## src/design/cnv_pkg.sv

```systemverilog
// Shared types and constants of the RGB 3x3 convolution core.
// Used by the front, queue and back modules and the top level.
`default_nettype none

package cnv_pkg;

    // Kernel geometry and pixel range.
    localparam int KERNEL_SIZE = 3;
    localparam int NTAPS       = KERNEL_SIZE * KERNEL_SIZE;
    localparam int PIX_MAX     = 255;

    // Arithmetic widths: 8-bit unsigned channel times 16-bit signed coefficient.
    localparam int PROD_W    = 25;
    localparam int SUM_W     = 28;
    localparam int MAG_W     = SUM_W - 1;
    localparam int DIV_STEPS = MAG_W;

    // Job queue between the front and the back.
    localparam int QDEPTH = 4;
    localparam int QAW    = 2;

    // Item types on the input channel.
    localparam logic REQ_PIXEL = 1'b0;
    localparam logic REQ_FLUSH = 1'b1;

    // Configuration register indexes.
    typedef enum logic [2:0] {
        CFG_KROW_TOP    = 3'd0,
        CFG_KROW_MIDDLE = 3'd1,
        CFG_KROW_BOTTOM = 3'd2,
        CFG_SCALE       = 3'd3,
        CFG_WIDTH       = 3'd4,
        CFG_HEIGHT      = 3'd5
    } t_cfg_idx;

    typedef enum logic [1:0] {
        FS_IDLE,
        FS_READ,
        FS_PUSH
    } t_front_state;

    typedef enum logic [2:0] {
        BS_IDLE,
        BS_MAC,
        BS_PREP,
        BS_DIV,
        BS_OUT
    } t_back_state;

    // One output pixel to compute: nine neighborhood pixels (index row*3+col),
    // which taps lie inside the frame, and the end-of-frame flag.
    typedef struct packed {
        logic [NTAPS-1:0][23:0] taps;
        logic [NTAPS-1:0]       mask;
        logic                   eof;
    } t_job;

    typedef struct packed {
        logic [10:0] width;
        logic [12:0] height;
    } t_front_cfg;

    typedef struct packed {
        logic [2:0][47:0] krow;
        logic [15:0]      scale;
    } t_back_cfg;

    // Tap enables from the row and column validity of the window.
    function automatic logic [NTAPS-1:0] tap_mask(input logic [2:0] rv, input logic [2:0] cv);
        logic [NTAPS-1:0] m;
        for (int x = 0; x < KERNEL_SIZE; x++) begin
            for (int y = 0; y < KERNEL_SIZE; y++) begin
                m[x*KERNEL_SIZE+y] = rv[x] & cv[y];
            end
        end
        return m;
    endfunction

    // Kernel row of a tap index.
    function automatic logic [1:0] tap_row(input logic [3:0] k);
        logic [1:0] r;
        case (k)
            4'd0, 4'd1, 4'd2: r = 2'd0;
            4'd3, 4'd4, 4'd5: r = 2'd1;
            default:          r = 2'd2;
        endcase
        return r;
    endfunction

    // Kernel column of a tap index.
    function automatic logic [1:0] tap_col(input logic [3:0] k);
        logic [1:0] c;
        case (k)
            4'd0, 4'd3, 4'd6: c = 2'd0;
            4'd1, 4'd4, 4'd7: c = 2'd1;
            default:          c = 2'd2;
        endcase
        return c;
    endfunction

endpackage

`default_nettype wire

```

## src/design/cnv_ifs.sv

```systemverilog
// Handshake channel interfaces of the convolution core: pixel in, pixel out, config.
// Stand alone; no package needed.
`default_nettype none


interface cnv_pix_out_if;
    logic       valid;
    logic       ready;
    logic [7:0] red_out;
    logic [7:0] green_out;
    logic [7:0] blue_out;
    logic       end_of_frame;
    modport source (output valid, red_out, green_out, blue_out, end_of_frame, input ready);
    modport sink   (input valid, red_out, green_out, blue_out, end_of_frame, output ready);
endinterface


`default_nettype wire

```

## src/design/cnv_back.sv

```systemverilog
// Back of the convolution core: multiply-accumulate of one job, division by the
// scale, clamping and the output register. Depends on cnv_pkg and cnv_ifs.
`default_nettype none

module cnv_back (
    input  logic               i_clk,
    input  logic               i_rst_n,
    input  cnv_pkg::t_back_cfg i_cfg,
    input  logic               i_job_valid,
    input  cnv_pkg::t_job      i_job,
    output logic               o_job_ready,
    cnv_pix_out_if.source      o_pix
);
    import cnv_pkg::*;

    t_back_state r_state, n_state;
    t_job        r_job;
    logic [3:0]  r_k;
    logic [4:0]  r_cnt;
    logic [15:0] r_d;

    logic signed [2:0][PROD_W-1:0] r_prod;
    logic signed [2:0][SUM_W-1:0]  r_acc;
    logic        [2:0][MAG_W-1:0]  r_q;
    logic        [2:0][15:0]       r_rem;
    logic        [2:0]             r_neg;

    logic signed [15:0]        coef;
    logic        [1:0]         trow, tcol;
    logic signed [2:0][PROD_W-1:0] prod;
    logic        [2:0][16:0]   trial;
    logic        [2:0][7:0]    pix_out;
    logic                      take, give;

    // Products of the current tap, one multiplier per channel.
    always_comb begin
        trow = tap_row(r_k);
        tcol = tap_col(r_k);
        coef = $signed(i_cfg.krow[trow][{tcol, 4'b0000} +: 16]);
        for (int ch = 0; ch < 3; ch++) begin
            prod[ch] = r_job.mask[r_k]
                ? PROD_W'($signed({1'b0, r_job.taps[r_k][23-8*ch -: 8]}) * coef)
                : '0;
            trial[ch] = {r_rem[ch], r_q[ch][MAG_W-1]};
            pix_out[ch] = r_neg[ch] ? 8'd0
                : ((r_q[ch] > MAG_W'(PIX_MAX)) ? 8'(PIX_MAX) : r_q[ch][7:0]);
        end
        take = i_job_valid && o_job_ready;
        give = o_pix.valid && o_pix.ready;
    end

    // Next state.
    always_comb begin
        n_state = r_state;
        case (r_state)
            BS_IDLE: if (take) n_state = BS_MAC;
            BS_MAC:  if (r_k == 4'(NTAPS)) n_state = BS_PREP;
            BS_PREP: n_state = BS_DIV;
            BS_DIV:  if (r_cnt == 5'(DIV_STEPS - 1)) n_state = BS_OUT;
            BS_OUT:  if (give) n_state = BS_IDLE;
            default: n_state = BS_IDLE;
        endcase
    end

    // Outputs.
    always_comb begin
        o_job_ready        = (r_state == BS_IDLE);
        o_pix.valid        = (r_state == BS_OUT);
        o_pix.red_out      = pix_out[0];
        o_pix.green_out    = pix_out[1];
        o_pix.blue_out     = pix_out[2];
        o_pix.end_of_frame = r_job.eof;
    end

    // Control state and step counters.
    always_ff @(posedge i_clk) begin
        if (!i_rst_n) begin
            r_state <= BS_IDLE;
            r_k     <= '0;
            r_cnt   <= '0;
        end else begin
            r_state <= n_state;
            case (r_state)
                BS_IDLE: r_k <= '0;
                BS_MAC:  r_k <= r_k + 4'd1;
                BS_PREP: r_cnt <= '0;
                BS_DIV:  r_cnt <= r_cnt + 5'd1;
                default: ;
            endcase
        end
    end

    // Datapath: accumulate registered products, then restoring division.
    always_ff @(posedge i_clk) begin
        case (r_state)
            BS_IDLE: begin
                if (take) r_job <= i_job;
                r_acc <= '0;
            end
            BS_MAC: begin
                if (r_k != 4'(NTAPS)) r_prod <= prod;
                if (r_k != '0) begin
                    for (int ch = 0; ch < 3; ch++) begin
                        r_acc[ch] <= r_acc[ch] + SUM_W'($signed(r_prod[ch]));
                    end
                end
            end
            BS_PREP: begin
                r_d <= (i_cfg.scale == '0) ? 16'd1 : i_cfg.scale;
                for (int ch = 0; ch < 3; ch++) begin
                    r_neg[ch] <= r_acc[ch][SUM_W-1];
                    r_q[ch]   <= r_acc[ch][SUM_W-1] ? MAG_W'(-r_acc[ch]) : MAG_W'(r_acc[ch]);
                    r_rem[ch] <= '0;
                end
            end
            BS_DIV: begin
                for (int ch = 0; ch < 3; ch++) begin
                    if (trial[ch] >= {1'b0, r_d}) begin
                        r_rem[ch] <= 16'(trial[ch] - {1'b0, r_d});
                        r_q[ch]   <= {r_q[ch][MAG_W-2:0], 1'b1};
                    end else begin
                        r_rem[ch] <= trial[ch][15:0];
                        r_q[ch]   <= {r_q[ch][MAG_W-2:0], 1'b0};
                    end
                end
            end
            default: ;
        endcase
    end

    a_div_steps: assert property (@(posedge i_clk) disable iff (!i_rst_n)
        (r_state == BS_DIV) |-> (r_cnt < 5'(DIV_STEPS)))
        else $error("division ran past its step count");

    a_out_after_div: assert property (@(posedge i_clk) disable iff (!i_rst_n)
        $rose(o_pix.valid) |-> ($past(r_state) == BS_DIV))
        else $error("result shown without a finished division");

endmodule

`default_nettype wire

```

## src/flat_wrapper.sv

```systemverilog
// flat-port wrapper written by rule: the top's interface ports become plain ports
module cnv_back_flat import cnv_pkg::*;
  (i_clk, i_rst_n, i_cfg, i_job_valid, i_job, o_job_ready, o_pix_valid, o_pix_red_out, o_pix_green_out, o_pix_blue_out, o_pix_end_of_frame, o_pix_ready);
  cnv_pix_out_if o_pix_i ();
  input  logic i_clk;
  input  logic i_rst_n;
  input  cnv_pkg::t_back_cfg i_cfg;
  input  logic i_job_valid;
  input  cnv_pkg::t_job i_job;
  output logic o_job_ready;
  output wire logic [$bits(o_pix_i.valid)-1:0] o_pix_valid;
  output wire logic [$bits(o_pix_i.red_out)-1:0] o_pix_red_out;
  output wire logic [$bits(o_pix_i.green_out)-1:0] o_pix_green_out;
  output wire logic [$bits(o_pix_i.blue_out)-1:0] o_pix_blue_out;
  output wire logic [$bits(o_pix_i.end_of_frame)-1:0] o_pix_end_of_frame;
  input wire logic [$bits(o_pix_i.ready)-1:0] o_pix_ready;
  assign o_pix_valid = o_pix_i.valid;
  assign o_pix_red_out = o_pix_i.red_out;
  assign o_pix_green_out = o_pix_i.green_out;
  assign o_pix_blue_out = o_pix_i.blue_out;
  assign o_pix_end_of_frame = o_pix_i.end_of_frame;
  assign o_pix_i.ready = o_pix_ready;
  cnv_back u_core (.i_clk(i_clk), .i_rst_n(i_rst_n), .i_cfg(i_cfg), .i_job_valid(i_job_valid), .i_job(i_job), .o_job_ready(o_job_ready), .o_pix(o_pix_i));
endmodule
```

## config.mk

```make
export PLATFORM = sky130hd
export DESIGN_NAME = cnv_back_flat
export DESIGN_NICKNAME = d
export VERILOG_FILES = /design/src/design/cnv_pkg.sv /design/src/design/cnv_ifs.sv /design/src/design/cnv_back.sv /design/src/flat_wrapper.sv
export SDC_FILE = /design/constraint.sdc
export NUM_CORES = 2
export LEC_CHECK = 0
export ABC_AREA = 1
export BUFFER_PORTS_ARGS = -buffer_cell sky130_fd_sc_hd__buf_2
export CAP_MARGIN = 10
export CORE_MARGIN = 4
export CORE_UTILIZATION = 36
export CTS_BUF_LIST = sky130_fd_sc_hd__clkbuf_16
export CTS_CLUSTER_DIAMETER = 150
export DETAILED_ROUTE_END_ITERATION = 12
export HOLD_SLACK_MARGIN = 0.02
export PLACE_DENSITY_LB_ADDON = 0.12
export SLEW_MARGIN = 0
export SYNTH_ARGS = -nofsm -noshare
export SYNTH_HDL_FRONTEND = slang
export SYNTH_SLANG_ARGS = --single-unit
```

## constraint.sdc

```tcl
create_clock -name i_clk -period 19.6 [get_ports i_clk]
set_input_delay 3.92 -clock i_clk [delete_from_list [all_inputs] [get_ports i_clk]]
set_output_delay 3.92 -clock i_clk [all_outputs]
set_load 0.01 [all_outputs]
```

==> metrics.txt <==
# TYPE chip_impl_metric gauge
chip_impl_metric{name="drtIter0Drc",unit=""} 2743
chip_impl_metric{name="floorplan.initialDensity",unit="%"} 36.4
chip_impl_metric{name="clk_pin_slew",unit="ns"} 0.06
chip_impl_metric{name="via_per_instance_ratio",unit=""} 4.90
chip_impl_metric{name="postCtsSetupRepairBufs",unit=""} 0
chip_impl_info{name="grt.busiest_layer",value="met2"} 1
chip_impl_metric{name="synth_warnings",unit=""} 0
chip_impl_metric{name="area_of_the_die",unit="mm2"} 0.141
chip_impl_metric{name="first_pass_iters",unit=""} 6
chip_impl_metric{name="min_period_over_period",unit="%"} 45.5
chip_impl_metric{name="met1_usage",unit="%"} 29.2
chip_impl_info{name="synth_ff_type",value="sky130_fd_sc_hd__edfxtp_1"} 1
chip_impl_info{name="synth_top_area_cell",value="sky130_fd_sc_hd__edfxtp_1"} 1
chip_impl_metric{name="dp_hpwl",unit="um"} 121000
chip_impl_metric{name="worst_endpoint_required_time",unit="ns"} 20.00
chip_impl_metric{name="synth_cell_types",unit=""} 45
chip_impl_metric{name="worst_slack_placed",unit="ns"} 10.06
chip_impl_info{name="unrepaired_setup_endpoints_after_global_routing",value="false"} 1
chip_impl_info{name="yosysMostFrequentCell",value="sky130_fd_sc_hd__nand2_1"} 1
chip_impl_metric{name="grt_pass1_wl",unit="um"} 238000
chip_impl_metric{name="die_span_in_y",unit="um"} 376
chip_impl_info{name="synth.top_cells.by_count",value="sky130_fd_sc_hd__nand2_1, sky130_fd_sc_hd__inv_1, sky130_fd_sc_hd__nor2_1, sky130_fd_sc_hd__edfxtp_1, sky130_fd_sc_hd__nand3_1"} 1
chip_impl_metric{name="groute.usage.overall",unit="%"} 21.6
chip_impl_metric{name="syn_to_final_growth",unit="%"} 12.0
chip_impl_metric{name="grt_use_met2",unit="%"} 35.4
chip_impl_metric{name="register_area_share_after_synthesis",unit="%"} 33.4
chip_impl_metric{name="place_congestion",unit=""} 0.892
chip_impl_metric{name="clock-skew-final",unit="ns"} 0.0510
chip_impl_metric{name="grt_remaining_overflow",unit=""} 0
chip_impl_info{name="run_status",value="finished, final reports clean"} 1
chip_impl_metric{name="worst_ep_arrival_time",unit="ns"} 9.31
chip_impl_metric{name="postSynthRegisterBits",unit=""} 545
chip_impl_metric{name="io_pins",unit=""} 417
chip_impl_info{name="cts_tree",value="yes"} 1
chip_impl_metric{name="ctsLongestPathBuffers",unit=""} 3
chip_impl_metric{name="use_met3",unit="%"} 3.93
chip_impl_metric{name="relSlewSlack",unit="%"} 17.0
chip_impl_metric{name="syn_area_per_cell",unit="um2"} 7.68
chip_impl_metric{name="finalHoldViolations",unit=""} 0
chip_impl_metric{name="final-max-slew-violation-count",unit=""} 0
chip_impl_metric{name="fmax",unit="GHz"} 0.112
chip_impl_metric{name="via_count",unit=""} 41600
chip_impl_info{name="cpMaxStageDelayCell",value="sky130_fd_sc_hd__nand2_1"} 1
chip_impl_metric{name="layout_min_cycle_time",unit="ns"} 8.91
chip_impl_metric{name="postLayoutSetupSlackWorst",unit="ns"} 10.69
chip_impl_metric{name="die_width",unit="um"} 376
chip_impl_metric{name="placement.io_buffers",unit=""} 416
chip_impl_metric{name="synth-edff-count",unit=""} 533
chip_impl_metric{name="netlist.area_leader.share",unit="%"} 32.9
chip_impl_info{name="hold_path.class",value="reg2reg"} 1
chip_impl_info{name="cts-root-buf",value="sky130_fd_sc_hd__clkbuf_16"} 1
chip_impl_metric{name="setup-tns-final",unit="ns"} 0
chip_impl_metric{name="post_cts.resized_instances",unit=""} 0
chip_impl_metric{name="insertion_delay",unit="ns"} 0.68
chip_impl_info{name="worstPathCellList",value="buf_2 -> inv_1 -> nand2_1 -> o211ai_1 -> nand3_1 -> nand2_1 -> nor2_1 -> fa_1 -> inv_1 -> fa_1 -> inv_1 -> fa_1 -> inv_1 -> fa_1 -> inv_1 -> ha_1 -> a21oi_1 -> o21ai_0 -> or2_2 -> nand3_1 -> nand3_1 -> nand2_1 -> nor2_1"} 1
chip_impl_metric{name="cts_hold_buf",unit=""} 0
chip_impl_info{name="worst_path_dominant_cell_family",value="adder cells"} 1
chip_impl_metric{name="htree_levels",unit=""} 3
chip_impl_metric{name="worst-slew-pin-transition",unit="ns"} 1.23
chip_impl_metric{name="postSynthCellCount",unit=""} 6331
chip_impl_metric{name="rows",unit=""} 134
chip_impl_metric{name="vias_in_the_first_global_route",unit=""} 41200
chip_impl_info{name="crit_path_start_kind",value="input pin"} 1
chip_impl_metric{name="critical_path_peak_fanout",unit=""} 14
chip_impl_metric{name="nNetsFinal",unit=""} 7638
chip_impl_metric{name="drv.max_cap_violation_count",unit=""} 0
chip_impl_metric{name="number_of_antenna_violations_at_the_first_check_in_global_routing",unit=""} 23
chip_impl_metric{name="postSynth.asyncResetShare",unit="%"} 0
chip_impl_metric{name="layout-drive-gt1-share",unit="%"} 9.61
chip_impl_metric{name="cp_num_buf_inv",unit=""} 6
chip_impl_metric{name="setup_violations",unit=""} 0
chip_impl_metric{name="route.detailed.wl_per_inst",unit="um"} 18.1
chip_impl_metric{name="ant_nets",unit=""} 0
chip_impl_info{name="crit_path_frequent_cell",value="sky130_fd_sc_hd__inv_1"} 1
chip_impl_metric{name="synthesis.area",unit="mm2"} 0.0486
chip_impl_info{name="end_kind",value="flip-flop"} 1
chip_impl_metric{name="core_area",unit="mm2"} 0.134
chip_impl_info{name="timing.setup.critical_path_class",value="in2reg"} 1
chip_impl_info{name="synth_area_leaders",value="sky130_fd_sc_hd__edfxtp_1, sky130_fd_sc_hd__fa_1, sky130_fd_sc_hd__nand2_1"} 1
chip_impl_metric{name="aggregate_routed_wire_length",unit="um"} 154000
chip_impl_metric{name="grt_start_max_net_pins",unit=""} 97
chip_impl_metric{name="cts-buffers-inserted",unit=""} 68
chip_impl_metric{name="synth.net_count",unit=""} 7321
chip_impl_metric{name="drc",unit=""} 0
chip_impl_metric{name="worst_path_largest_cell_delay",unit="ns"} 0.72
chip_impl_metric{name="clock_sink_count",unit=""} 545
-- cells in the final DEF (no fill, tap or decap), types with 23 or more instances in the layout --
master                      count
sky130_fd_sc_hd__clkbuf_16     69
sky130_fd_sc_hd__buf_4         32
sky130_fd_sc_hd__o21ai_0      241
sky130_fd_sc_hd__nand2_1     1539
sky130_fd_sc_hd__ha_1         288
sky130_fd_sc_hd__nand4_1       55
sky130_fd_sc_hd__buf_2        416
sky130_fd_sc_hd__nand3_1      509
sky130_fd_sc_hd__edfxtp_1     533
sky130_fd_sc_hd__inv_2         23
sky130_fd_sc_hd__o211ai_1      42
sky130_fd_sc_hd__xor2_1        54
sky130_fd_sc_hd__nor2_1       864
sky130_fd_sc_hd__nor3_1        46
sky130_fd_sc_hd__fa_1         312
sky130_fd_sc_hd__inv_1       1071
sky130_fd_sc_hd__a21oi_1      303
sky130_fd_sc_hd__xnor2_1       35
-- path summary, 6_finish.rpt --
kind / from / endpoint / slack [ns] / cells past startpoint
max: i_cfg[100] / u_core.r_prod[42] / 10.69 / 23
min: u_core.r_cnt[4] / u_core.r_cnt[4] / 0.49 / 2
max reg2reg: u_core.r_k[0] / u_core.r_prod[72] / 10.89 / 28
min reg2reg: u_core.r_cnt[4] / u_core.r_cnt[4] / 0.49 / 2
-- tightest hold or removal path, cell delays in order (launching register included) --
cell	delay, ns
sky130_fd_sc_hd__dfxtp_1	0.32
sky130_fd_sc_hd__nand2_1	0.07
sky130_fd_sc_hd__a21oi_1	0.05
-- logic make-up after synthesis --
kind of cell | after synthesis | share of synthesized area [%]
flops | 545 | 33.4
buf+inv | 1285 | 10.4
compound gates | 676 | 7.66
simple gates | 3136 | 26.7
fa+ha+maj | 600 | 20.3
xor+xnor | 89 | 1.60
-- per-stage QoR --
step                instances  utilization (%)  area [um2]  hold slack (ns)
finish                   8478             40.7       54500            0.487
detailed placement       8345             39.0       52200            0.486
global route             8476             40.7       54500            0.502
floorplan                6331                -       48600            0.424
CTS                      8465             40.7       54400            0.495
global placement         8345             39.0       52200            0.472
-- flip-flops by register name, summed over array words and instances (netlist names) --
signal / cells
u_core.r_q: 81
u_core.r_neg: 3
u_core.r_cnt: 5
u_core.r_prod: 75
u_core.o_pix.end_of_frame: 1
u_core.r_rem: 48
u_core.r_state: 3
u_core.r_k: 4
u_core.r_d: 16
u_core.r_acc: 84
u_core.r_job: 225
-- layer usage --
metal	wire, um	vias up
li1	-	20900
met1	69600	19300
met2	70300	1135
met3	9110	212
met4	4620	16
met5	118	-
-- cell type report --
type                       instances  area, um2
fill                           14100      79300
multi-input combinational       4501      27400
sequential                       545      16300
clock buffer                      69       1730
clock inverter                    51        464
timing repair buffer             449       2330
antenna                           12       30.0
inverter                        1083       4070
tap                             1768       2210
Power is left out: the tool's default activity adds up to more than one toggle a clock period on the data nets, which glitch-free logic cannot reach.
