$ cat src/design/cnv_pkg.sv
// Shared types and constants of the RGB 3x3 convolution core.
// Used by the front, queue and back modules and the top level.
`default_nettype none

package cnv_pkg;

    // Kernel geometry and pixel range.
    localparam int KERNEL_SIZE = 3;
    localparam int NTAPS       = KERNEL_SIZE * KERNEL_SIZE;
    localparam int PIX_MAX     = 255;

    // Arithmetic widths: 8-bit unsigned channel times 16-bit signed coefficient.
    localparam int PROD_W    = 25;
    localparam int SUM_W     = 28;
    localparam int MAG_W     = SUM_W - 1;
    localparam int DIV_STEPS = MAG_W;

    // Job queue between the front and the back.
    localparam int QDEPTH = 4;
    localparam int QAW    = 2;

    // Item types on the input channel.
    localparam logic REQ_PIXEL = 1'b0;
    localparam logic REQ_FLUSH = 1'b1;

    // Configuration register indexes.
    typedef enum logic [2:0] {
        CFG_KROW_TOP    = 3'd0,
        CFG_KROW_MIDDLE = 3'd1,
        CFG_KROW_BOTTOM = 3'd2,
        CFG_SCALE       = 3'd3,
        CFG_WIDTH       = 3'd4,
        CFG_HEIGHT      = 3'd5
    } t_cfg_idx;

    typedef enum logic [1:0] {
        FS_IDLE,
        FS_READ,
        FS_PUSH
    } t_front_state;

    typedef enum logic [2:0] {
        BS_IDLE,
        BS_MAC,
        BS_PREP,
        BS_DIV,
        BS_OUT
    } t_back_state;

    // One output pixel to compute: nine neighborhood pixels (index row*3+col),
    // which taps lie inside the frame, and the end-of-frame flag.
    typedef struct packed {
        logic [NTAPS-1:0][23:0] taps;
        logic [NTAPS-1:0]       mask;
        logic                   eof;
    } t_job;

    typedef struct packed {
        logic [10:0] width;
        logic [12:0] height;
    } t_front_cfg;

    typedef struct packed {
        logic [2:0][47:0] krow;
        logic [15:0]      scale;
    } t_back_cfg;

    // Tap enables from the row and column validity of the window.
    function automatic logic [NTAPS-1:0] tap_mask(input logic [2:0] rv, input logic [2:0] cv);
        logic [NTAPS-1:0] m;
        for (int x = 0; x < KERNEL_SIZE; x++) begin
            for (int y = 0; y < KERNEL_SIZE; y++) begin
                m[x*KERNEL_SIZE+y] = rv[x] & cv[y];
            end
        end
        return m;
    endfunction

    // Kernel row of a tap index.
    function automatic logic [1:0] tap_row(input logic [3:0] k);
        logic [1:0] r;
        case (k)
            4'd0, 4'd1, 4'd2: r = 2'd0;
            4'd3, 4'd4, 4'd5: r = 2'd1;
            default:          r = 2'd2;
        endcase
        return r;
    endfunction

    // Kernel column of a tap index.
    function automatic logic [1:0] tap_col(input logic [3:0] k);
        logic [1:0] c;
        case (k)
            4'd0, 4'd3, 4'd6: c = 2'd0;
            4'd1, 4'd4, 4'd7: c = 2'd1;
            default:          c = 2'd2;
        endcase
        return c;
    endfunction

endpackage

`default_nettype wire

$ cat src/design/cnv_fifo.sv
// Short job queue between the front and the back of the convolution core.
// Depends on cnv_pkg.
`default_nettype none

module cnv_fifo (
    input  logic          i_clk,
    input  logic          i_rst_n,
    input  logic          i_push_valid,
    input  cnv_pkg::t_job i_push_data,
    output logic          o_push_ready,
    output logic          o_pop_valid,
    output cnv_pkg::t_job o_pop_data,
    input  logic          i_pop_ready
);
    import cnv_pkg::*;

    t_job           r_mem [QDEPTH];
    logic [QAW-1:0] r_wr, r_rd;
    logic [QAW:0]   r_cnt;
    logic           push, pop;

    // Handshake and head of the queue.
    always_comb begin
        o_push_ready = (r_cnt != (QAW+1)'(QDEPTH));
        o_pop_valid  = (r_cnt != '0);
        o_pop_data   = r_mem[r_rd];
        push         = i_push_valid && o_push_ready;
        pop          = o_pop_valid && i_pop_ready;
    end

    // Pointers and fill count.
    always_ff @(posedge i_clk) begin
        if (!i_rst_n) begin
            r_wr  <= '0;
            r_rd  <= '0;
            r_cnt <= '0;
        end else begin
            if (push) r_wr <= r_wr + QAW'(1);
            if (pop) r_rd <= r_rd + QAW'(1);
            if (push && !pop) r_cnt <= r_cnt + (QAW+1)'(1);
            else if (pop && !push) r_cnt <= r_cnt - (QAW+1)'(1);
        end
    end

    // Storage.
    always_ff @(posedge i_clk) begin
        if (push) r_mem[r_wr] <= i_push_data;
    end

    a_cnt_range: assert property (@(posedge i_clk) disable iff (!i_rst_n)
        r_cnt <= (QAW+1)'(QDEPTH))
        else $error("queue count beyond depth");

    a_cnt_up: assert property (@(posedge i_clk) disable iff (!i_rst_n)
        (push && !pop) |=> (r_cnt == $past(r_cnt) + (QAW+1)'(1)))
        else $error("queue count did not follow a push");

    a_cnt_down: assert property (@(posedge i_clk) disable iff (!i_rst_n)
        (pop && !push) |=> (r_cnt == $past(r_cnt) - (QAW+1)'(1)))
        else $error("queue count did not follow a pop");

endmodule

`default_nettype wire

$ cat config.mk
export PLATFORM = sky130hd
export DESIGN_NAME = cnv_fifo
export DESIGN_NICKNAME = d
export VERILOG_FILES = /design/src/design/cnv_pkg.sv /design/src/design/cnv_fifo.sv
export SDC_FILE = /design/constraint.sdc
export NUM_CORES = 1
export LEC_CHECK = 0
export ABC_AREA = 0
export BUFFER_PORTS_ARGS = -buffer_cell sky130_fd_sc_hd__buf_2
export CORE_ASPECT_RATIO = 1.25
export CORE_MARGIN = 3
export CORE_UTILIZATION = 51
export DETAILED_ROUTE_END_ITERATION = 8
export PLACE_DENSITY = 0.82
export SLEW_MARGIN = 15
export SYNTH_ARGS = -nofsm -noshare
export SYNTH_HDL_FRONTEND = slang
export SYNTH_SLANG_ARGS = --single-unit
$ cat constraint.sdc
create_clock -name i_clk -period 7.48 [get_ports i_clk]
set_input_delay 1.496 -clock i_clk [delete_from_list [all_inputs] [get_ports i_clk]]
set_output_delay 1.496 -clock i_clk [all_outputs]
set_load 0.02 [all_outputs]
==> impl_metrics.csv, run 1 <==
group,metric,value,unit
cells_and_area,final_util,61.5,%
sta,post-route-min-period,4620,ps
cells_and_area,ff_latch_area,27300,µm²
drt,wl,65000,µm
placement,placed_cells,2486,
sta,rsz0062_at_grt,"no",
cells_and_area,final_common_cell,"edfxtp_1",
floorplan,die_area,67900,µm²
placement,routabilityCongestion,0.742,
setup_path,rrSetupSlack,4460,ps
drt,viasPerCell,5.67,
logic_synthesis,ys_seq_elements,913,
cells_and_area,multi_input_area,5380,µm²
sta,max_slew.worst_pin.slew,1080,ps
setup_path,worstPathMaxFanout,113,
drt,routedWlPerCell,24.5,µm
sta,slew_headroom,28.2,%
floorplan,chipWidth,234,µm
clock_network,clk_latency,610,ps
pwr,total_power,14.2,mW
logic_synthesis,synth-seq-area-share,82.7,%
clock_network,cts_buffers,85,
cells_and_area,fin_nets,1969,
placement,place_area,36200,µm²
grt,grt_pass1_wl,98800,µm
cells_and_area,design_area,39100,µm²
min_path,hp-class,"reg -> reg",
clock_network,cts_resized,0,
logic_synthesis,yosys_warnings,0,
clock_network,post_cts_buffers,0,
floorplan,fp-row-count,103,
setup_path,path_class,"reg -> out",
clock_network,ctsRootBufferMaster,"clkbuf_16",
sta,hold_viol,0,
run,drv_cap,0,
clock_network,clock_path_buffers,3,
cells_and_area,area_growth,18.4,%
drt,drt_iter0_markers,1094,
cells_and_area,final.fill_count,4237,
logic_synthesis,syn_avg_cell_area,26.9,µm²
drt,drcViolationCount,0,
sta,fmax,217,MHz
sta,worst_clock_skew,22.7,ps
logic_synthesis,syn-num-nets,1464,
logic_synthesis,syn-instance-count,1228,
grt,grt_use_total,19.2,%
cells_and_area,final_cell_mix,"edfxtp_1 (904), buf_2 (457), mux4_2 (226), clkbuf_16 (86), clkinv_1 (17)",
setup_path,crit_path_end_kind,"output pin",
pwr,p_per_area,363,nW/µm²
pwr,power.leakage,13.0,nW
placement,hpwl,39200,µm
placement,io_buffers,457,
grt,grt_max_degree,114,
grt,antenna_found_initial,24,
setup_path,crit_path_start_kind,"flip-flop",
drt,firstDrtPassIters,5,
floorplan,pin_count,458,
setup_path,worst-endpoint-required,5980,ps
grt,overflow,0,
grt,grt_pass1_vias,16000,
clock_network,cts-hold-fix-buffers,0,
clock_network,path_clk_slew,60,ps
drt,routed-via-count,15000,
drt,ant_nets,0,
floorplan,start_util,51.9,%
cells_and_area,layout-drive-gt1-share,45.9,%
pwr,vdd_ir_drop_max,0.428,mV
cells_and_area,finalNonFillerCells,2655,
sta,fin_crit_sh,61.7,%
sta,drv_slew,0,
sta,finalSetupViolCount,0,
floorplan,core_area,63700,µm²
logic_synthesis,synth_cell_types,23,
sta,fin_tns_setup,0,ps
logic_synthesis,synthesis.area,33100,µm²
floorplan,die_h,291,µm
run_status,status,"finished clean",
setup_path,arrival,3120,ps
clock_network,cts_tree,"done",
clock_network,h-tree-depth,3,
clock_network,cts.sinks,913,
## synth_stat cells, drive strengths merged
cell	n	area (µm²)
mux2i	3	30.0
o31ai	1	7.51
xor2	1	8.76
buf	49	343
nor2b	1	6.26
o311ai	1	8.76
xnor2	3	26.3
a21boi	2	18.8
fa	1	20.0
and2	8	50.1
nand2	5	18.8
edfxtp	904	27100
dfxtp	9	180
nor2	1	3.75
clkbuf	2	7.51
ha	5	62.6
or3	2	12.5
mux4	226	5090
o21ai	1	5.00
inv	3	11.3
## critical path, stage by stage (launching register included)
cell and delay [ps]:
dfxtp_4 750, buf_12 610, mux4_2 640, buf_2 180
## sequential cells by signal (all words and copies together), names as in the netlist, named ones only
signal	cells
r_rd	2
r_wr	2
r_mem	904
r_cnt	3
## logic make-up after synthesis
family          after synthesis  share of synthesized area, %
compound gates                5                         0.121
xor+xnor                      4                         0.106
fa+ha+maj                     6                         0.250
buf+inv                      54                          1.09
flops                       913                          82.7
mux                         229                          15.5
simple gates                 17                         0.276
## area by class of cell
| class | instances | share of cell area (%) |
|---|---|---|
| tap | 840 | 2.69 |
| multi-input combinational | 261 | 13.7 |
| clock buffer | 100 | 5.63 |
| clock inverter | 55 | 1.68 |
| sequential | 913 | 69.8 |
| antenna | 14 | 0.0895 |
| timing repair buffer | 469 | 6.30 |
| inverter | 3 | 0.0288 |
## power by group
group / total, mW / leakage, nW / switching [mW] / internal [mW]
logic: 3.44 / 3.21 / 2.03 / 1.41
clock network: 4.35 / 1.38 / 1.80 / 2.55
registers: 6.41 / 8.36 / 0.195 / 6.22
total: 14.2 / 13.0 / 4.02 / 10.2
## metrics by stage
stage | hold slack, ps | setup WS [ps]
2_1_floorplan | 468 | 2440
3_3_place_gp | 478 | 3450
3_5_place_dp | 497 | 3440
4_1_cts | 525 | 2760
5_1_grt | 537 | 2590
6_report | 519 | 2860
## final timing paths
path,startpoint,endpoint,depth (start not counted)
worst max-delay path,flip-flop,o_pop_data[184],3
worst min-delay path,r_wr[1]$_SDFFE_PN0P_,r_wr[1]$_SDFFE_PN0P_,2
worst max register to register,r_cnt[0]$_SDFFE_PN0P_,r_mem[3][156]$_DFFE_PP_,4
worst min register to register,r_wr[1]$_SDFFE_PN0P_,r_wr[1]$_SDFFE_PN0P_,2
## per-layer routing
| metal | wire [µm] | global-route usage, % | up-vias | share of wire [%] |
|---|---|---|---|---|
| li1 | - | - | 6368 | - |
| met1 | 23600 | 24.3 | 7916 | 36 |
| met2 | 34300 | 32.1 | 621 | 53 |
| met3 | 5430 | 5.75 | 123 | 8.3 |
| met4 | 1670 | 6.39 | 20 | 2.6 |
| met5 | 115 | 0 | - | 0.18 |
Power figures use the tool's default switching activity.
==> inputs of run 2 (changes only) <==
--- a/config.mk
+++ b/config.mk
@@ -9,9 +9,9 @@
 export BUFFER_PORTS_ARGS = -buffer_cell sky130_fd_sc_hd__buf_2
 export CORE_ASPECT_RATIO = 1.25
 export CORE_MARGIN = 3
-export CORE_UTILIZATION = 51
+export CORE_UTILIZATION = 57
 export DETAILED_ROUTE_END_ITERATION = 8
-export PLACE_DENSITY = 0.82
+export PLACE_DENSITY = 0.86
 export SLEW_MARGIN = 15
 export SYNTH_ARGS = -nofsm -noshare
 export SYNTH_HDL_FRONTEND = slang
==> constraint.sdc (replaced) <==
create_clock -name i_clk -period 4.6 [get_ports i_clk]
set_input_delay 0.92 -clock i_clk [delete_from_list [all_inputs] [get_ports i_clk]]
set_output_delay 0.92 -clock i_clk [all_outputs]
set_load 0.02 [all_outputs]
==> run 2 against run 1 <==
Net effect: via count grew 4.7%; hold slack worse by 14 ps; final cell count is 1.4% lower; utilization is 7.4 points higher; cell area grew 0.79%.
==> impl_metrics.csv, run 2 (synthesis results as in run 1) <==
group,metric,value,unit
run_status,status,"finished clean",
cells_and_area,top_register,"r_mem",
setup_path,r2r_start,"r_cnt[0]$_SDFFE_PN0P_",
sta,fin_crit_sh,79.0,%
sta,rsz0062_at_grt,"no",
setup_path,r2r_cells,4,
cells_and_area,area_growth,19.3,%
pwr,total_power,23.3,mW
sta,post-route-min-period,3630,ps
setup_path,r2r-end,"r_mem[3][160]$_DFFE_PP_",
cells_and_area,design_area,39400,µm²
floorplan,chipWidth,221,µm
run,drv_cap,0,
grt,antenna_found_initial,23,
pwr,p_per_area,590,nW/µm²
cells_and_area,final_util,68.9,%
drt,drcViolationCount,0,
setup_path,path_buf_inv,2,
clock_network,cts.sinks,913,
floorplan,die_area,60900,µm²
sta,max_slew.worst_pin.slew,1040,ps
sta,hold_viol,0,
min_path,hold_path_end,"r_mem[3][137]$_DFFE_PP_",
sta,fmax,275,MHz
setup_path,slowest_stage,"dfxtp_4",
drt,viasPerCell,6.02,
sta,fin_tns_setup,0,ps
setup_path,worst-endpoint-required,3680,ps
clock_network,cts_tree,"done",
setup_path,rrSetupSlack,1980,ps
grt,overflow,0,
cells_and_area,final_common_cell,"edfxtp_1",
min_path,hp-class,"in -> reg",
drt,firstDrtPassIters,5,
cells_and_area,layout-drive-gt1-share,46.7,%
floorplan,start_util,57.7,%
drt,routed-via-count,15800,
pwr,vdd_ir_drop_max,0.592,mV
sta,finalSetupViolCount,0,
floorplan,pin_count,458,
grt,grt_pass1_wl,110000,µm
sta,worst_clock_skew,15.6,ps
setup_path,crit_path_end_kind,"output pin",
grt,grt_max_degree,60,
floorplan,core_area,57300,µm²
cells_and_area,final_cell_mix,"edfxtp_1 (904), buf_2 (457), mux4_2 (226), clkbuf_16 (85), buf_4 (36)",
setup_path,arrival,2710,ps
setup_path,slowest_delay,760,ps
floorplan,die_h,275,µm
clock_network,clock_path_buffers,3,
grt,grt_use_total,24.6,%
grt,grt_pass1_vias,16800,
floorplan,fp-row-count,98,
sta,slew_headroom,30.7,%
drt,wl,74900,µm
clock_network,ctsRootBufferMaster,"clkbuf_16",
sta,hold_ws,505,ps
placement,place_area,36700,µm²
clock_network,cts-hold-fix-buffers,0,
placement,hpwl,45700,µm
setup_path,path_class,"reg -> out",
drt,drt_iter0_markers,1412,
pwr,power.leakage,13.2,nW
min_path,whs_path_depth,1,
cells_and_area,reg_top3,"r_mem x904, r_cnt x3",
clock_network,cts_buffers,82,
setup_path,critPathTopFamily,"flip-flops",
clock_network,post_cts_buffers,0,
placement,routabilityCongestion,0.772,
placement,io_buffers,457,
clock_network,h-tree-depth,3,
setup_path,worstPathCellList,"buf_4, mux4_2, buf_2",
drt,ant_nets,0,
clock_network,clk_latency,620,ps
min_path,min_from,"i_push_data[137]",
drt,routedWlPerCell,28.6,µm
clock_network,path_clk_slew,70,ps
sta,drv_slew,0,
clock_network,cts_resized,0,
cells_and_area,largest_reg_flops,904,
setup_path,crit_path_start_kind,"flip-flop",
setup_path,worstPathMaxFanout,28,
cells_and_area,fin_nets,2012,
[run 2: cell types whose count changed in the layout (fill, tap and decap cells not counted), moves of 3 or more]
cell        delta
diode_2       +10
clkinv_8       +3
clkinvlp_4     -3
inv_16         -3
buf_12        +15
buf_4         +31
clkbuf_1       +8
[run 2: final cells by class]
type / count / area [µm²]
repair buffers: 515 / 3000
flip-flops and latches: 913 / 27300
diodes: 24 / 60.1
inverters: 3 / 11.3
multi-input cells: 261 / 5380
clock inverters: 46 / 513
well taps: 750 / 938
clock buffers: 107 / 2210
fillers: 3239 / 17800
[run 2: layer usage]
layer  routed length (µm)  track usage (%)
met1                25600             29.8
met2                40700             43.2
met3                 5730             5.94
met4                 2780             9.90
met5                   70                0
[run 2: stage by stage]
| stage | instances | setup WS, ps |
|---|---|---|
| CTS | 2595 | 861 |
| global route | 2609 | 791 |
| detailed placement | 2442 | 1500 |
| finish | 2619 | 967 |
| floorplan | 1228 | 135 |
| global placement | 2442 | 1570 |
[run 2: worst register-to-register path: cells and delay by family, from the launching register on]
family / cells / cell delay (ps)
AO/OA/AOI/OAI: 1 / 370
buffers and inverters: 1 / 470
flip-flops: 1 / 460
AND/OR/NAND/NOR: 2 / 1010
[run 2: worst max-delay path by stage]
stage	start	to	slack, ps	cells past startpoint
2_1_floorplan	i_push_valid	r_mem[0][0]$_DFFE_PP_	130	2
3_3_place_gp	i_push_valid	r_mem[3][115]$_DFFE_PP_	1570	4
3_5_place_dp	i_push_valid	r_mem[3][139]$_DFFE_PP_	1500	4
4_1_cts	flip-flop	o_pop_data[192]	860	3
5_1_grt	flip-flop	o_pop_data[73]	790	3
6_report	flip-flop	o_pop_data[73]	970	3
[run 2: report_power, final]
group | switching (mW) | total [mW] | internal (mW)
logic | 3.51 | 5.96 | 2.45
clock network | 2.87 | 6.84 | 3.97
registers | 0.355 | 10.5 | 10.1
==> inputs of run 3 (changes only) <==
==> constraint.sdc (replaced) <==
create_clock -name i_clk -period 3.5 [get_ports i_clk]
set_input_delay 0.7 -clock i_clk [delete_from_list [all_inputs] [get_ports i_clk]]
set_output_delay 0.7 -clock i_clk [all_outputs]
set_load 0.02 [all_outputs]
==> run 3 against run 2 <==
Net effect: first-iteration DRC count down 8.3%; cell area rose by 0.13%; clock skew up 14 ps; clock-buffer cell count down 2; critical endpoint is now o_pop_data[145]; clock power increased by 27%; flip-flop and latch count unchanged; critical path type unchanged; sequential power increased by 30%; hold slack lost 220 ps; largest power group unchanged; via count decreased by 0.36%; sequential share of layout area shrank 0.090 points; non-clock buffer count up 1.
==> impl_metrics.csv, run 3 (synthesis results as in run 1) <==
group,metric,value,unit
sta,slew_headroom,55.4,%
clock_network,h-tree-depth,3,
clock_network,path_clk_slew,60,ps
cells_and_area,layout-drive-gt1-share,46.8,%
drt,firstDrtPassIters,5,
cells_and_area,final.fill_count,3235,
grt,grt_pass1_vias,16700,
cells_and_area,design_area,39500,µm²
drt,drt_iter0_markers,1295,
cells_and_area,fin_nets,2013,
run,drv_cap,0,
sta,post-route-min-period,3140,ps
floorplan,die_area,60900,µm²
clock_network,cts-hold-fix-buffers,0,
cells_and_area,ff_latch_area,27300,µm²
drt,routed-via-count,15700,
clock_network,cts_resized,0,
placement,io_buffers,457,
setup_path,arrival,2440,ps
clock_network,cts_tree,"done",
floorplan,die_h,275,µm
cells_and_area,final_common_cell,"edfxtp_1",
grt,antenna_found_initial,22,
cells_and_area,area_growth,19.5,%
floorplan,chipWidth,221,µm
drt,drcViolationCount,0,
setup_path,critPathTopFamily,"buffers and inverters",
setup_path,worstPathCellList,"buf_12, buf_12, mux4_2, buf_2",
sta,fin_ws,361,ps
grt,overflow,0,
placement,routabilityCongestion,0.783,
clock_network,post_cts_buffers,0,
min_path,hp-class,"in -> reg",
drt,routedWlPerCell,28.4,µm
cells_and_area,largest_reg_flops,904,
setup_path,worst-endpoint-required,2800,ps
clock_network,cts.sinks,913,
grt,grt_pass1_wl,110000,µm
drt,wl,74100,µm
clock_network,clock_path_buffers,3,
setup_path,slowest_delay,550,ps
setup_path,crit_path_start_kind,"flip-flop",
cells_and_area,multi_input_area,5380,µm²
run_status,status,"finished clean",
setup_path,crit_path_end_kind,"output pin",
floorplan,start_util,57.7,%
sta,drv_slew,0,
sta,rsz0062_at_grt,"no",
floorplan,pin_count,458,
setup_path,worst-path-stages,4,
floorplan,core_area,57300,µm²
sta,hold_viol,0,
cells_and_area,top_register,"r_mem",
setup_path,slowest_stage,"mux4_2",
sta,max_slew.worst_pin.slew,669,ps
setup_path,r2r_cells,8,
sta,fmax,319,MHz
setup_path,path_common_cell,"buf_12",
setup_path,path_class,"reg -> out",
setup_path,path_buf_inv,3,
pwr,p_per_area,770,nW/µm²
setup_path,worstPathMaxFanout,22,
clock_network,ctsRootBufferMaster,"clkbuf_16",
min_path,whs_path_depth,1,
sta,fin_crit_sh,89.7,%
cells_and_area,final_cell_mix,"edfxtp_1 (904), buf_2 (457), mux4_2 (226), clkbuf_16 (83), buf_12 (35)",
placement,hpwl,46400,µm
pwr,power.leakage,13.2,nW
grt,grt_use_total,24.4,%
placement,pre_cts_ws,952,ps
placement,place_area,36800,µm²
sta,worst_clock_skew,29.5,ps
pwr,vdd_ir_drop_max,0.654,mV
grt,grt_max_degree,82,
drt,viasPerCell,6.01,
cells_and_area,final_util,69.0,%
cells_and_area,reg_top3,"r_mem x904, r_cnt x3",
drt,ant_nets,0,
pwr,total_power,30.4,mW
clock_network,clk_latency,630,ps
floorplan,fp-row-count,98,
sta,finalSetupViolCount,0,
clock_network,cts_buffers,82,
-- run 3: cell count changes in the layout (fill, tap and decap cells not counted) --
cell and change:
inv_16 +3, clkinvlp_4 +5, buf_12 +13, clkbuf_16 -2, clkinv_8 -4, clkinv_1 -2, bufinv_16 -4, clkinv_4 -1
buf_4 -12, inv_6 +2, diode_2 -5, clkinv_16 +1
-- run 3: area by class of cell --
type                       instances  share of cell area, %
tap                              750                   2.38
timing repair buffer             516                   8.02
multi-input combinational        261                   13.6
antenna                           19                  0.120
inverter                           3                 0.0285
clock inverter                    46                   1.16
clock buffer                     105                   5.47
sequential                       913                   69.2
-- run 3: report_power, final --
part / internal [mW] / switching, mW
registers: 13.3 / 0.391
clock network: 4.87 / 3.85
logic: 3.33 / 4.70
-- run 3: path summary, 6_finish.rpt --
kind / end / from / slack (ps)
min reg2reg: r_wr[1]$_SDFFE_PN0P_ / r_wr[1]$_SDFFE_PN0P_ / 520
min: r_mem[1][14]$_DFFE_PP_ / i_push_data[14] / 280
max: o_pop_data[145] / flip-flop / 360
max reg2reg: r_cnt[2]$_SDFFE_PN0P_ / r_cnt[0]$_SDFFE_PN0P_ / 1120
-- run 3: metrics by stage --
step / cells / TNS [ps] / hold WS [ps]
final: 2613 / 0 / 282
after global routing: 2606 / 0 / 257
after CTS: 2594 / 0 / 230
after detailed placement: 2443 / 0 / 510
after global placement: 2443 / 0 / 474
after floorplan: 1228 / -673830 / 468
-- run 3: layer usage --
layer	track usage, %	wire (µm)
met5	0	47
met3	5.86	5830
met2	42.5	39800
met1	30.0	25800
met4	9.39	2650
